[src/rtl/assert_macros.svh]
// Assertion macros shared by the servo PWM mux RTL.
`ifndef ASSERT_MACROS_SVH
`define ASSERT_MACROS_SVH

// Clocked property check, masked while reset is asserted.
`define ISPWM_ASSERT(lbl, prop, msg) \
  lbl: assert property (@(posedge clk_i) disable iff (!rst_ni) (prop)) else $error(msg);

// Invariant that must hold at every sampled edge.
`define ISPWM_ASSERT_ALWAYS(lbl, expr, msg) \
  `ISPWM_ASSERT(lbl, 1'b1 |-> (expr), msg)

`endif

[src/rtl/ispwm_pkg.sv]
// Shared types, codes and constants for the servo PWM mux.
`timescale 1ns / 1ps

package ispwm_pkg;

  // Field and register widths
  localparam int BYTE_W     = 8;
  localparam int OP_W       = 2;
  localparam int DEV_ADDR_W = 7;
  localparam int TIMEOUT_W  = 24;
  localparam int TOP_W      = 16;
  localparam int BASE_W     = 16;
  localparam int SPAN_W     = 16;
  localparam int CFG_IDX_W  = 3;
  localparam int CFG_DATA_W = 24;

  // Default structure
  localparam int CHANNELS_DEF   = 6;
  localparam int COUNT_BITS_DEF = 16;

  // Register reset values
  localparam logic [DEV_ADDR_W-1:0] DEV_ADDR_RST = 7'd8;
  localparam logic [TIMEOUT_W-1:0]  TIMEOUT_RST  = 24'd20000;
  localparam logic [TOP_W-1:0]      TOP_RST      = 16'd20000;
  localparam logic [BASE_W-1:0]     BASE_RST     = 16'd1000;
  localparam logic [SPAN_W-1:0]     SPAN_RST     = 16'd1000;

  // Reply codes and control bit position
  localparam logic [BYTE_W-1:0] REPLY_GOOD = 8'd65;  // 'A'
  localparam logic [BYTE_W-1:0] REPLY_BAD  = 8'd78;  // 'N'
  localparam int                RADIO_BIT  = 0;

  localparam logic [TIMEOUT_W-1:0] SINCE_MAX = '1;

  // Bus event kinds
  typedef enum logic [OP_W-1:0] {
    OP_TICK    = 2'd0,
    OP_ADDR_WR = 2'd1,
    OP_ADDR_RD = 2'd2,
    OP_DATA    = 2'd3
  } op_e;

  // Register indexes
  typedef enum logic [CFG_IDX_W-1:0] {
    CFG_DEV_ADDR = 3'd0,
    CFG_TIMEOUT  = 3'd1,
    CFG_TOP      = 3'd2,
    CFG_BASE     = 3'd3,
    CFG_SPAN     = 3'd4
  } cfg_idx_e;

  // Receiver status for one beat
  typedef struct packed {
    logic              reply_valid;
    logic [BYTE_W-1:0] reply_byte;
    logic              load;
  } ispwm_rx_stat_t;

endpackage

[src/rtl/ispwm_rx.sv]
// Packet receiver: byte capture, running checksum, reply and pulse width mapping.
`timescale 1ns / 1ps
`include "assert_macros.svh"

module ispwm_rx import ispwm_pkg::*; #(
  parameter int CHANNELS   = CHANNELS_DEF,
  parameter int COUNT_BITS = COUNT_BITS_DEF
) (
  input  logic                                 clk_i,
  input  logic                                 rst_ni,
  input  logic                                 step_i,
  input  op_e                                  op_i,
  input  logic [BYTE_W-1:0]                    byte_i,
  input  logic [DEV_ADDR_W-1:0]                dev_addr_i,
  input  logic [BASE_W-1:0]                    base_i,
  input  logic [SPAN_W-1:0]                    span_i,
  output ispwm_rx_stat_t                       stat_o,
  output logic [CHANNELS-1:0][COUNT_BITS-1:0]  widths_o,
  output logic                                 ctrl_bit_d_o
);

  localparam int PKT_LEN = CHANNELS + 2;
  localparam int PH_W    = $clog2(PKT_LEN + 1);
  localparam int PROD_W  = BYTE_W + SPAN_W;
  localparam int SUM_W   = BASE_W + 1;

  logic [PH_W-1:0]   phase_q, phase_d;
  logic              recv_q, recv_d;
  logic [BYTE_W-1:0] xor_q, xor_d;
  logic [PKT_LEN-1:0][BYTE_W-1:0] bytes_q, bytes_d;

  // Decode one bus event
  always_comb begin
    phase_d = phase_q;
    recv_d  = recv_q;
    xor_d   = xor_q;
    bytes_d = bytes_q;
    stat_o  = '0;
    if (step_i) begin
      unique case (op_i)
        OP_ADDR_WR: begin
          phase_d = '0;
          if (byte_i == {dev_addr_i, 1'b0}) begin
            recv_d = 1'b1;
          end
        end
        OP_ADDR_RD: begin
          if (recv_q) begin
            stat_o.reply_valid = 1'b1;
            if (xor_q == bytes_q[PKT_LEN-1]) begin
              stat_o.load       = 1'b1;
              stat_o.reply_byte = REPLY_GOOD;
            end else begin
              stat_o.reply_byte = REPLY_BAD;
            end
            recv_d  = 1'b0;
            phase_d = PH_W'(PKT_LEN);
          end
        end
        OP_DATA: begin
          if (recv_q && (phase_q < PH_W'(PKT_LEN))) begin
            for (int i = 0; i < PKT_LEN; i++) begin
              if (phase_q == PH_W'(i)) begin
                bytes_d[i] = byte_i;
              end
            end
            if (phase_q == '0) begin
              xor_d = byte_i;
            end else if (phase_q < PH_W'(PKT_LEN - 1)) begin
              xor_d = xor_q ^ byte_i;
            end
            phase_d = phase_q + 1'b1;
          end
        end
        default: ;
      endcase
    end
  end

  assign ctrl_bit_d_o = bytes_d[0][RADIO_BIT];

  // Hold packet state
  always_ff @(posedge clk_i or negedge rst_ni) begin
    if (!rst_ni) begin
      phase_q <= '0;
      recv_q  <= 1'b0;
      xor_q   <= '0;
      bytes_q <= '0;
    end else begin
      phase_q <= phase_d;
      recv_q  <= recv_d;
      xor_q   <= xor_d;
      bytes_q <= bytes_d;
    end
  end

  // Map each channel byte to a pulse width, saturating at the counter range
  for (genvar g = 0; g < CHANNELS; g++) begin : g_width
    logic [PROD_W-1:0] prod;
    logic [SUM_W-1:0]  sum;
    assign prod = bytes_q[g+1] * span_i;
    assign sum  = {1'b0, base_i} + {1'b0, prod[PROD_W-1:BYTE_W]};
    if (COUNT_BITS >= SUM_W) begin : g_wide
      assign widths_o[g] = COUNT_BITS'(sum);
    end else begin : g_sat
      assign widths_o[g] = (sum > SUM_W'({COUNT_BITS{1'b1}})) ? '1 : sum[COUNT_BITS-1:0];
    end
  end

  `ISPWM_ASSERT_ALWAYS(a_phase_range, phase_q <= PH_W'(PKT_LEN),
                       "packet phase past end of packet")
  `ISPWM_ASSERT(a_read_ends_rx, step_i && (op_i == OP_ADDR_RD) |=> !recv_q,
                "receiving still set after read address")
  `ISPWM_ASSERT(a_load_needs_rx, stat_o.load |-> recv_q && stat_o.reply_valid,
                "width load without an open packet")

endmodule

[src/rtl/ispwm_pwm.sv]
// Period counter, pin levels, active/shadow widths and packet timeout counter.
`timescale 1ns / 1ps
`include "assert_macros.svh"

module ispwm_pwm import ispwm_pkg::*; #(
  parameter int CHANNELS   = CHANNELS_DEF,
  parameter int COUNT_BITS = COUNT_BITS_DEF
) (
  input  logic                                 clk_i,
  input  logic                                 rst_ni,
  input  logic                                 tick_i,
  input  logic                                 load_i,
  input  logic [CHANNELS-1:0][COUNT_BITS-1:0]  widths_i,
  input  logic [TOP_W-1:0]                     period_top_i,
  input  logic [TIMEOUT_W-1:0]                 timeout_i,
  output logic [CHANNELS-1:0]                  pins_o,
  output logic                                 alive_d_o
);

  localparam int CMP_W = (COUNT_BITS > TOP_W) ? COUNT_BITS : TOP_W;

  logic [COUNT_BITS-1:0]                cnt_q, cnt_d, cnt_inc;
  logic [CHANNELS-1:0]                  pins_q, pins_d;
  logic [CHANNELS-1:0][COUNT_BITS-1:0]  active_q, active_d;
  logic [CHANNELS-1:0][COUNT_BITS-1:0]  shadow_q, shadow_d;
  logic [TIMEOUT_W-1:0]                 since_q, since_d;

  assign cnt_inc = cnt_q + 1'b1;

  // Advance the period on a tick, load shadows on a good packet
  always_comb begin
    cnt_d    = cnt_q;
    pins_d   = pins_q;
    active_d = active_q;
    shadow_d = shadow_q;
    since_d  = since_q;
    if (tick_i) begin
      cnt_d = cnt_inc;
      for (int i = 0; i < CHANNELS; i++) begin
        if (cnt_inc == active_q[i]) begin
          pins_d[i] = 1'b0;
        end
      end
      if (CMP_W'(cnt_inc) == CMP_W'(period_top_i)) begin
        pins_d   = '1;
        active_d = shadow_q;
        cnt_d    = '0;
      end
      if (since_q != SINCE_MAX) begin
        since_d = since_q + 1'b1;
      end
    end
    if (load_i) begin
      shadow_d = widths_i;
      since_d  = '0;
    end
  end

  assign pins_o    = pins_q;
  assign alive_d_o = since_d < timeout_i;

  // Hold timer state
  always_ff @(posedge clk_i or negedge rst_ni) begin
    if (!rst_ni) begin
      cnt_q    <= '0;
      pins_q   <= '1;
      active_q <= '0;
      shadow_q <= '0;
      since_q  <= '0;
    end else begin
      cnt_q    <= cnt_d;
      pins_q   <= pins_d;
      active_q <= active_d;
      shadow_q <= shadow_d;
      since_q  <= since_d;
    end
  end

  `ISPWM_ASSERT(a_load_clears_since, load_i |=> since_q == '0,
                "timeout counter not cleared by good packet")
  `ISPWM_ASSERT(a_idle_holds_cnt, !tick_i |=> cnt_q == $past(cnt_q),
                "period counter moved without a tick")

endmodule

[src/rtl/i2c_servo_pwm_mux.sv]
// Top level: I2C event stream to six-channel servo PWM with radio mux control.
//
// Channel  Dir  Handshake                  Contents
// s_axis   in   s_axis_tvalid/tready       tuser: operation; tdata: bus_byte
// m_axis   out  m_axis_tvalid/tready       tuser: reply_valid; tdata: reply, pins, radio_off
// cfg      in   cfg_valid_i/cfg_ready_o    cfg_index_i selects register, cfg_data_i value
//
// One beat per cycle while s_axis_tready is high, its result registered in output or skid.
// Each beat passes through one combinational pass: a byte-by-span product and
// add for the widths, plus the period counter compares.
// A two-entry output stage (register plus skid) keeps input open while a result waits.
// Reset is asynchronous, active low, and needs no clearing pass; cfg_ready_o is always high.
`timescale 1ns / 1ps
`include "assert_macros.svh"

module i2c_servo_pwm_mux import ispwm_pkg::*; #(
  parameter int CHANNELS   = CHANNELS_DEF,
  parameter int COUNT_BITS = COUNT_BITS_DEF
) (
  input  logic                  clk_i,
  input  logic                  rst_ni,
  // input beats
  input  logic                  s_axis_tvalid,
  output logic                  s_axis_tready,
  input  logic [BYTE_W-1:0]     s_axis_tdata,  // [7:0] bus_byte
  input  logic [OP_W-1:0]       s_axis_tuser,  // [1:0] operation
  // result beats
  output logic                  m_axis_tvalid,
  input  logic                  m_axis_tready,
  // [7:0] reply_byte, [8+:CHANNELS] pwm_pins, [8+CHANNELS] radio_off, rest zero
  output logic [((BYTE_W+CHANNELS+1+7)/8)*8-1:0] m_axis_tdata,
  output logic                  m_axis_tuser,  // [0] reply_valid
  // register writes
  input  logic                  cfg_valid_i,
  output logic                  cfg_ready_o,
  input  logic [CFG_IDX_W-1:0]  cfg_index_i,
  input  logic [CFG_DATA_W-1:0] cfg_data_i
);

  localparam int OUT_DW = ((BYTE_W + CHANNELS + 1 + 7) / 8) * 8;

  // Configuration registers
  logic [DEV_ADDR_W-1:0] dev_addr_q;
  logic [TIMEOUT_W-1:0]  timeout_q;
  logic [TOP_W-1:0]      top_q;
  logic [BASE_W-1:0]     base_q;
  logic [SPAN_W-1:0]     span_q;

  assign cfg_ready_o = 1'b1;

  always_ff @(posedge clk_i or negedge rst_ni) begin
    if (!rst_ni) begin
      dev_addr_q <= DEV_ADDR_RST;
      timeout_q  <= TIMEOUT_RST;
      top_q      <= TOP_RST;
      base_q     <= BASE_RST;
      span_q     <= SPAN_RST;
    end else if (cfg_valid_i && cfg_ready_o) begin
      unique case (cfg_idx_e'(cfg_index_i))
        CFG_DEV_ADDR: dev_addr_q <= cfg_data_i[DEV_ADDR_W-1:0];
        CFG_TIMEOUT:  timeout_q  <= cfg_data_i[TIMEOUT_W-1:0];
        CFG_TOP:      top_q      <= cfg_data_i[TOP_W-1:0];
        CFG_BASE:     base_q     <= cfg_data_i[BASE_W-1:0];
        CFG_SPAN:     span_q     <= cfg_data_i[SPAN_W-1:0];
        default: ;
      endcase
    end
  end

  // Input beat
  logic step;
  op_e  op;

  assign step = s_axis_tvalid && s_axis_tready;
  assign op   = op_e'(s_axis_tuser);

  ispwm_rx_stat_t                      rx_stat;
  logic [CHANNELS-1:0][COUNT_BITS-1:0] widths;
  logic                                ctrl_bit_d;
  logic [CHANNELS-1:0]                 pins;
  logic                                alive_d;

  ispwm_rx #(
    .CHANNELS   (CHANNELS),
    .COUNT_BITS (COUNT_BITS)
  ) u_rx (
    .clk_i        (clk_i),
    .rst_ni       (rst_ni),
    .step_i       (step),
    .op_i         (op),
    .byte_i       (s_axis_tdata),
    .dev_addr_i   (dev_addr_q),
    .base_i       (base_q),
    .span_i       (span_q),
    .stat_o       (rx_stat),
    .widths_o     (widths),
    .ctrl_bit_d_o (ctrl_bit_d)
  );

  ispwm_pwm #(
    .CHANNELS   (CHANNELS),
    .COUNT_BITS (COUNT_BITS)
  ) u_pwm (
    .clk_i        (clk_i),
    .rst_ni       (rst_ni),
    .tick_i       (step && (op == OP_TICK)),
    .load_i       (rx_stat.load),
    .widths_i     (widths),
    .period_top_i (top_q),
    .timeout_i    (timeout_q),
    .pins_o       (pins),
    .alive_d_o    (alive_d)
  );

  // Pack the result beat
  logic [OUT_DW-1:0] res_data;
  logic              res_user;

  always_comb begin
    res_data                   = '0;
    res_data[BYTE_W-1:0]       = rx_stat.reply_byte;
    res_data[BYTE_W+:CHANNELS] = pins;
    res_data[BYTE_W+CHANNELS]  = ctrl_bit_d && alive_d;
    res_user                   = rx_stat.reply_valid;
  end

  // Output register plus skid entry
  logic              out_valid_q, out_valid_d;
  logic              skid_valid_q, skid_valid_d;
  logic [OUT_DW-1:0] out_data_q, out_data_d, skid_data_q, skid_data_d;
  logic              out_user_q, out_user_d, skid_user_q, skid_user_d;
  logic              pop;

  assign s_axis_tready = !skid_valid_q;
  assign pop           = out_valid_q && m_axis_tready;

  always_comb begin
    out_valid_d  = out_valid_q;
    out_data_d   = out_data_q;
    out_user_d   = out_user_q;
    skid_valid_d = skid_valid_q;
    skid_data_d  = skid_data_q;
    skid_user_d  = skid_user_q;
    if (!out_valid_q || pop) begin
      if (skid_valid_q) begin
        out_valid_d  = 1'b1;
        out_data_d   = skid_data_q;
        out_user_d   = skid_user_q;
        skid_valid_d = 1'b0;
      end else begin
        out_valid_d = step;
        out_data_d  = res_data;
        out_user_d  = res_user;
      end
    end else if (step) begin
      skid_valid_d = 1'b1;
      skid_data_d  = res_data;
      skid_user_d  = res_user;
    end
  end

  always_ff @(posedge clk_i or negedge rst_ni) begin
    if (!rst_ni) begin
      out_valid_q  <= 1'b0;
      skid_valid_q <= 1'b0;
    end else begin
      out_valid_q  <= out_valid_d;
      skid_valid_q <= skid_valid_d;
    end
  end

  always_ff @(posedge clk_i) begin
    out_data_q  <= out_data_d;
    out_user_q  <= out_user_d;
    skid_data_q <= skid_data_d;
    skid_user_q <= skid_user_d;
  end

  assign m_axis_tvalid = out_valid_q;
  assign m_axis_tdata  = out_data_q;
  assign m_axis_tuser  = out_user_q;

  `ISPWM_ASSERT_ALWAYS(a_skid_behind_out, !skid_valid_q || out_valid_q,
                       "skid entry held with empty output register")
  `ISPWM_ASSERT(a_no_reply_zero, out_valid_q && !out_user_q |-> out_data_q[BYTE_W-1:0] == '0,
                "reply byte nonzero without a reply")
  `ISPWM_ASSERT(a_reply_code,
                out_valid_q && out_user_q |->
                  (out_data_q[BYTE_W-1:0] == REPLY_GOOD) ||
                  (out_data_q[BYTE_W-1:0] == REPLY_BAD),
                "reply byte is neither good nor bad code")

endmodule

[config.mk]
export PLATFORM = sky130hd
export DESIGN_NAME = i2c_servo_pwm_mux
export DESIGN_NICKNAME = d
export VERILOG_FILES = /design/src/rtl/ispwm_pkg.sv /design/src/rtl/ispwm_rx.sv /design/src/rtl/ispwm_pwm.sv /design/src/rtl/i2c_servo_pwm_mux.sv
export VERILOG_INCLUDE_DIRS = /design/src /design/src/rtl
export SDC_FILE = /design/constraint.sdc
export NUM_CORES = 2
export LEC_CHECK = 0
export ABC_CLOCK_PERIOD_IN_PS = 7000
export CELL_PAD_IN_SITES_DETAIL_PLACEMENT = 0
export CELL_PAD_IN_SITES_GLOBAL_PLACEMENT = 2
export CORE_ASPECT_RATIO = 2
export CORE_MARGIN = 1
export CORE_UTILIZATION = 40
export CTS_BUF_LIST = sky130_fd_sc_hd__clkbuf_4 sky130_fd_sc_hd__clkbuf_8
export CTS_CLUSTER_SIZE = 20
export DETAILED_ROUTE_END_ITERATION = 10
export DONT_BUFFER_PORTS = 1
export PLACE_DENSITY_LB_ADDON = 0.1
export SYNTH_ARGS = -nofsm -noshare
export SYNTH_HDL_FRONTEND = slang
export SYNTH_SLANG_ARGS = --single-unit
[constraint.sdc]
create_clock -name clk_i -period 7 [get_ports clk_i]
set_clock_uncertainty 0.05 [all_clocks]
set_input_delay 1.4 -clock clk_i [delete_from_list [all_inputs] [get_ports clk_i]]
set_output_delay 1.4 -clock clk_i [all_outputs]
set_load 0.01 [all_outputs]
==> flow_metrics.py <==
metrics = {
    "status": {
        "status": "complete, but fails checks",
        "violations": "max-slew violations",
    },
    "synthesis": {
        "yosys.area.top_type_share": 0.2268,
        "synthesis.area_sq_um": 44490,
        "synth-edff-count": 20,
        "synth_top_cell_by_area": "fa_1",
        "ys.flop_type": "dfrtp_1",
        "yosysWarnings": 0,
        "synthArstFlopShare": 0.9511,
        "ys_seq_elements": 409,
        "synthesis.instances": 4524,
        "yosysSeqAreaShare": 0.2331,
        "syn_area_per_cell_sq_um": 9.835,
        "synth_area_leaders": "fa_1 (23%), dfrtp_1 (20%), ha_1 (10%)",
        "synthDistinctLibCells": 85,
    },
    "critical_path": {
        "crit_fanout": 7,
        "rr_startpoint": "span_q[3]",
        "path_common_cell": "fa_1",
        "cpMaxStageDelayCell": "dfstp_4",
        "cp.required_ns": 7.53,
        "r2r_cells": 26,
        "startpoint_type": "flop",
        "slowest_delay_ns": 0.74,
        "critical_path_class": "reg2reg",
        "critPathLaunch": "span_q[3]",
        "end_kind": "flop",
        "arrival_ns": 7.33,
    },
    "timing": {
        "fin_crit_sh": 0.9708,
        "timing.fmax_mhz": 147.2,
        "slew_viol_final": 31,
        "finalHoldViolations": 0,
        "post-route-min-period_ns": 6.795,
        "max_slew_margin": -0.005976,
        "fin_setup_tns_ns": 0,
        "setup_violations": 0,
        "holdWs_ns": 0.3445,
        "worstMarginPinSlew_ns": 1.509,
    },
    "global_routing": {
        "grt_max_degree": 390,
        "gr-total-overflow": 0,
        "grt_pass1_wl_um": 211700,
        "grtUsageTotal": 0.2535,
        "antenna_found_initial": 3,
        "grt_pass1_vias": 34821,
    },
    "clock_tree": {
        "clkLatencyLatePin_ns": 0.73,
        "cts.clk_slew.worst_paths_ns": 0.06,
        "numCtsBuffers": 67,
        "cts_tree": "built",
        "clock_path_buffers": 3,
        "clockRootBuffer": "clkbuf_8",
        "htreeDepth": 3,
        "cts_hold_buf": 0,
        "cts_sinks": 409,
    },
    "finish": {
        "finalNetCount": 5669,
        "drive_above_1_share": 0.1811,
        "finalInstanceArea_sq_um": 50740,
        "fillers": 10683,
        "area.growth.synth_to_final_pct": 14.06,
        "finish.utilization": 0.4614,
    },
    "place": {
        "place_hpwl_um": 112000,
        "place_congestion": 0.8472,
        "placed_area_sq_um": 48230,
        "portBuffers": 0,
    },
    "drt": {
        "wl_per_cell_um": 22.40,
        "wirelength_um": 140800,
        "drtIter0Drc": 1171,
        "vias": 32138,
        "drtAntennaViolNets": 0,
        "vias_per_cell": 5.112,
        "drcViolationCount": 0,
        "drt_pre_antenna_iters": 5,
    },
    "power_and_ir_drop": {
        "p_leak_nw": 26.35,
        "ir_drop_mv": 0.1261,
        "power_density_nw_per_um2": 143.9,
    },
    "floorplanning": {
        "coreArea_sq_um": 110000,
        "die_w_um": 237.8,
        "dieArea_sq_um": 112600,
        "start_util": 0.4046,
        "die_y_um": 473.7,
        "rows": 172,
        "io_pins": 62,
    },
    "hold_path": {
        "hold_class": "in2async",
    },
    "job": {
        "cap_violations": 0,
    },
}
sequential cells by signal, summed over array words and instances (netlist names):
signal	flops
skid_data_q	10
u_rx.recv_q	1
m_axis_tdata	10
skid_valid_q	1
u_pwm.active_q	96
timeout_q	24
dev_addr_q	7
u_pwm.since_q	24
base_q	16
u_rx.phase_q	4
span_q	16
u_pwm.cnt_q	16
u_pwm.shadow_q	96
top_q	16
u_pwm.pins_o	6
u_rx.bytes_q	57
m_axis_tvalid	1
u_rx.xor_q	8
Yosys cell counts (all sizes together) (104+ instances only):
library cell	count
nand2	382
nor2	185
fa	504
dfrtp	360
and2	506
a21oi	178
xor2	156
clkbuf	161
o21ai	104
mux2	215
inv	605
xnor2	168
ha	371
power by group:
group | internal [mW] | total [mW] | leakage (nW) | switching (mW)
Sequential | 2.58 | 2.91 | 5.39 | 0.329
Combinational | 0.881 | 2.10 | 20.2 | 1.22
Clock | 1.21 | 2.30 | 0.753 | 1.09
Total | 4.67 | 7.30 | 26.3 | 2.63
what timing repair did:
item                                    CTS  global route
resized for setup                        14           139
buffers inserted                          0            28
endpoints found under the hold margin     0             0
pin swaps                                 0            67
endpoints found under the setup margin   72            96
gates cloned                              0             7
area by class of cell:
type / instances / area (sq um) / share of cell area
Tap cell: 1479 / 1851 / 0.03647
Clock buffer: 103 / 1274 / 0.02510
Inverter: 605 / 2273 / 0.04480
Sequential cell: 409 / 10390 / 0.2047
Timing Repair Buffer: 356 / 3138 / 0.06184
Clock inverter: 17 / 146.4 / 0.002885
Multi-Input combinational cell: 3313 / 31660 / 0.6240
Antenna cell: 5 / 12.51 / 0.0002466
worst paths after layout:
kind	endpoint	slack, ns
max	u_pwm.shadow_q[15]	0.20
max reg2reg	u_pwm.shadow_q[15]	0.20
min	u_pwm.active_q[63]	0.34
min in group clk_i	u_pwm.pins_o[1]	0.43
min reg2reg	u_pwm.pins_o[1]	0.43
max in group asynchronous	span_q[14]	5.28
per-stage QoR:
step	setup WS (ns)	total power [mW]	std cells
after floorplan	0.05297	3.886	4527
after global placement	-0.2393	4.926	6127
after detailed placement	-0.2151	4.929	6127
after CTS	0.003172	7.285	6247
after global routing	-0.05173	7.648	6283
final	0.2046	7.305	6287
worst max-delay path, delay by kind of cell, from the launching register on:
family                   cells  cell delay, ns
AO/OA/AOI/OAI                9            1.60
adder cells (fa/ha/maj)      6            2.64
flip-flops                   1            0.74
AND/OR/NAND/NOR              6            0.89
buffers and inverters        4            0.51
XOR/XNOR                     1            0.23
layer usage:
metal | vias to the layer above | GRT usage | wire length (um)
met4 | 0 | 0.1022 | 5852
met3 | 235 | 0.02685 | 3418
met1 | 16407 | 0.2676 | 52210
met5 | - | 0 | 0
li1 | 15035 | - | -
met2 | 461 | 0.5008 | 79340
layout by cell type (no fill, tap or decap), drive strengths merged, types with 10 or more instances in the layout:
cell	n
clkbuf	108
clkinv	11
nor4	22
a21oi	178
xnor2	168
nand4	37
buf	351
mux2	215
o41ai	11
nor2	185
a31oi	13
and3	10
nor2b	20
o21ai	104
nand2b	26
nand3	60
ha	371
dfrtp	360
nor3	49
and2	506
dfstp	29
a21o	56
fa	504
a211oi	19
xor2	156
o31ai	21
o22a	36
nand2	382
inv	608
edfxtp	20
or3	21
or2	11
o21a	30
kinds of logic after synthesis:
family / after synthesis / share of synthesized area
AOI/OAI and AO/OA: 540 / 0.07835
adders and majority gates: 875 / 0.3311
muxes: 218 / 0.06133
buffers and inverters: 805 / 0.07042
xor gates and xnor gates: 325 / 0.06777
other: 2 / 0.0001688
and+or+nand+nor: 1350 / 0.1577
DFF: 409 / 0.2331
Note: power is estimated with default switching activity, not from simulation.
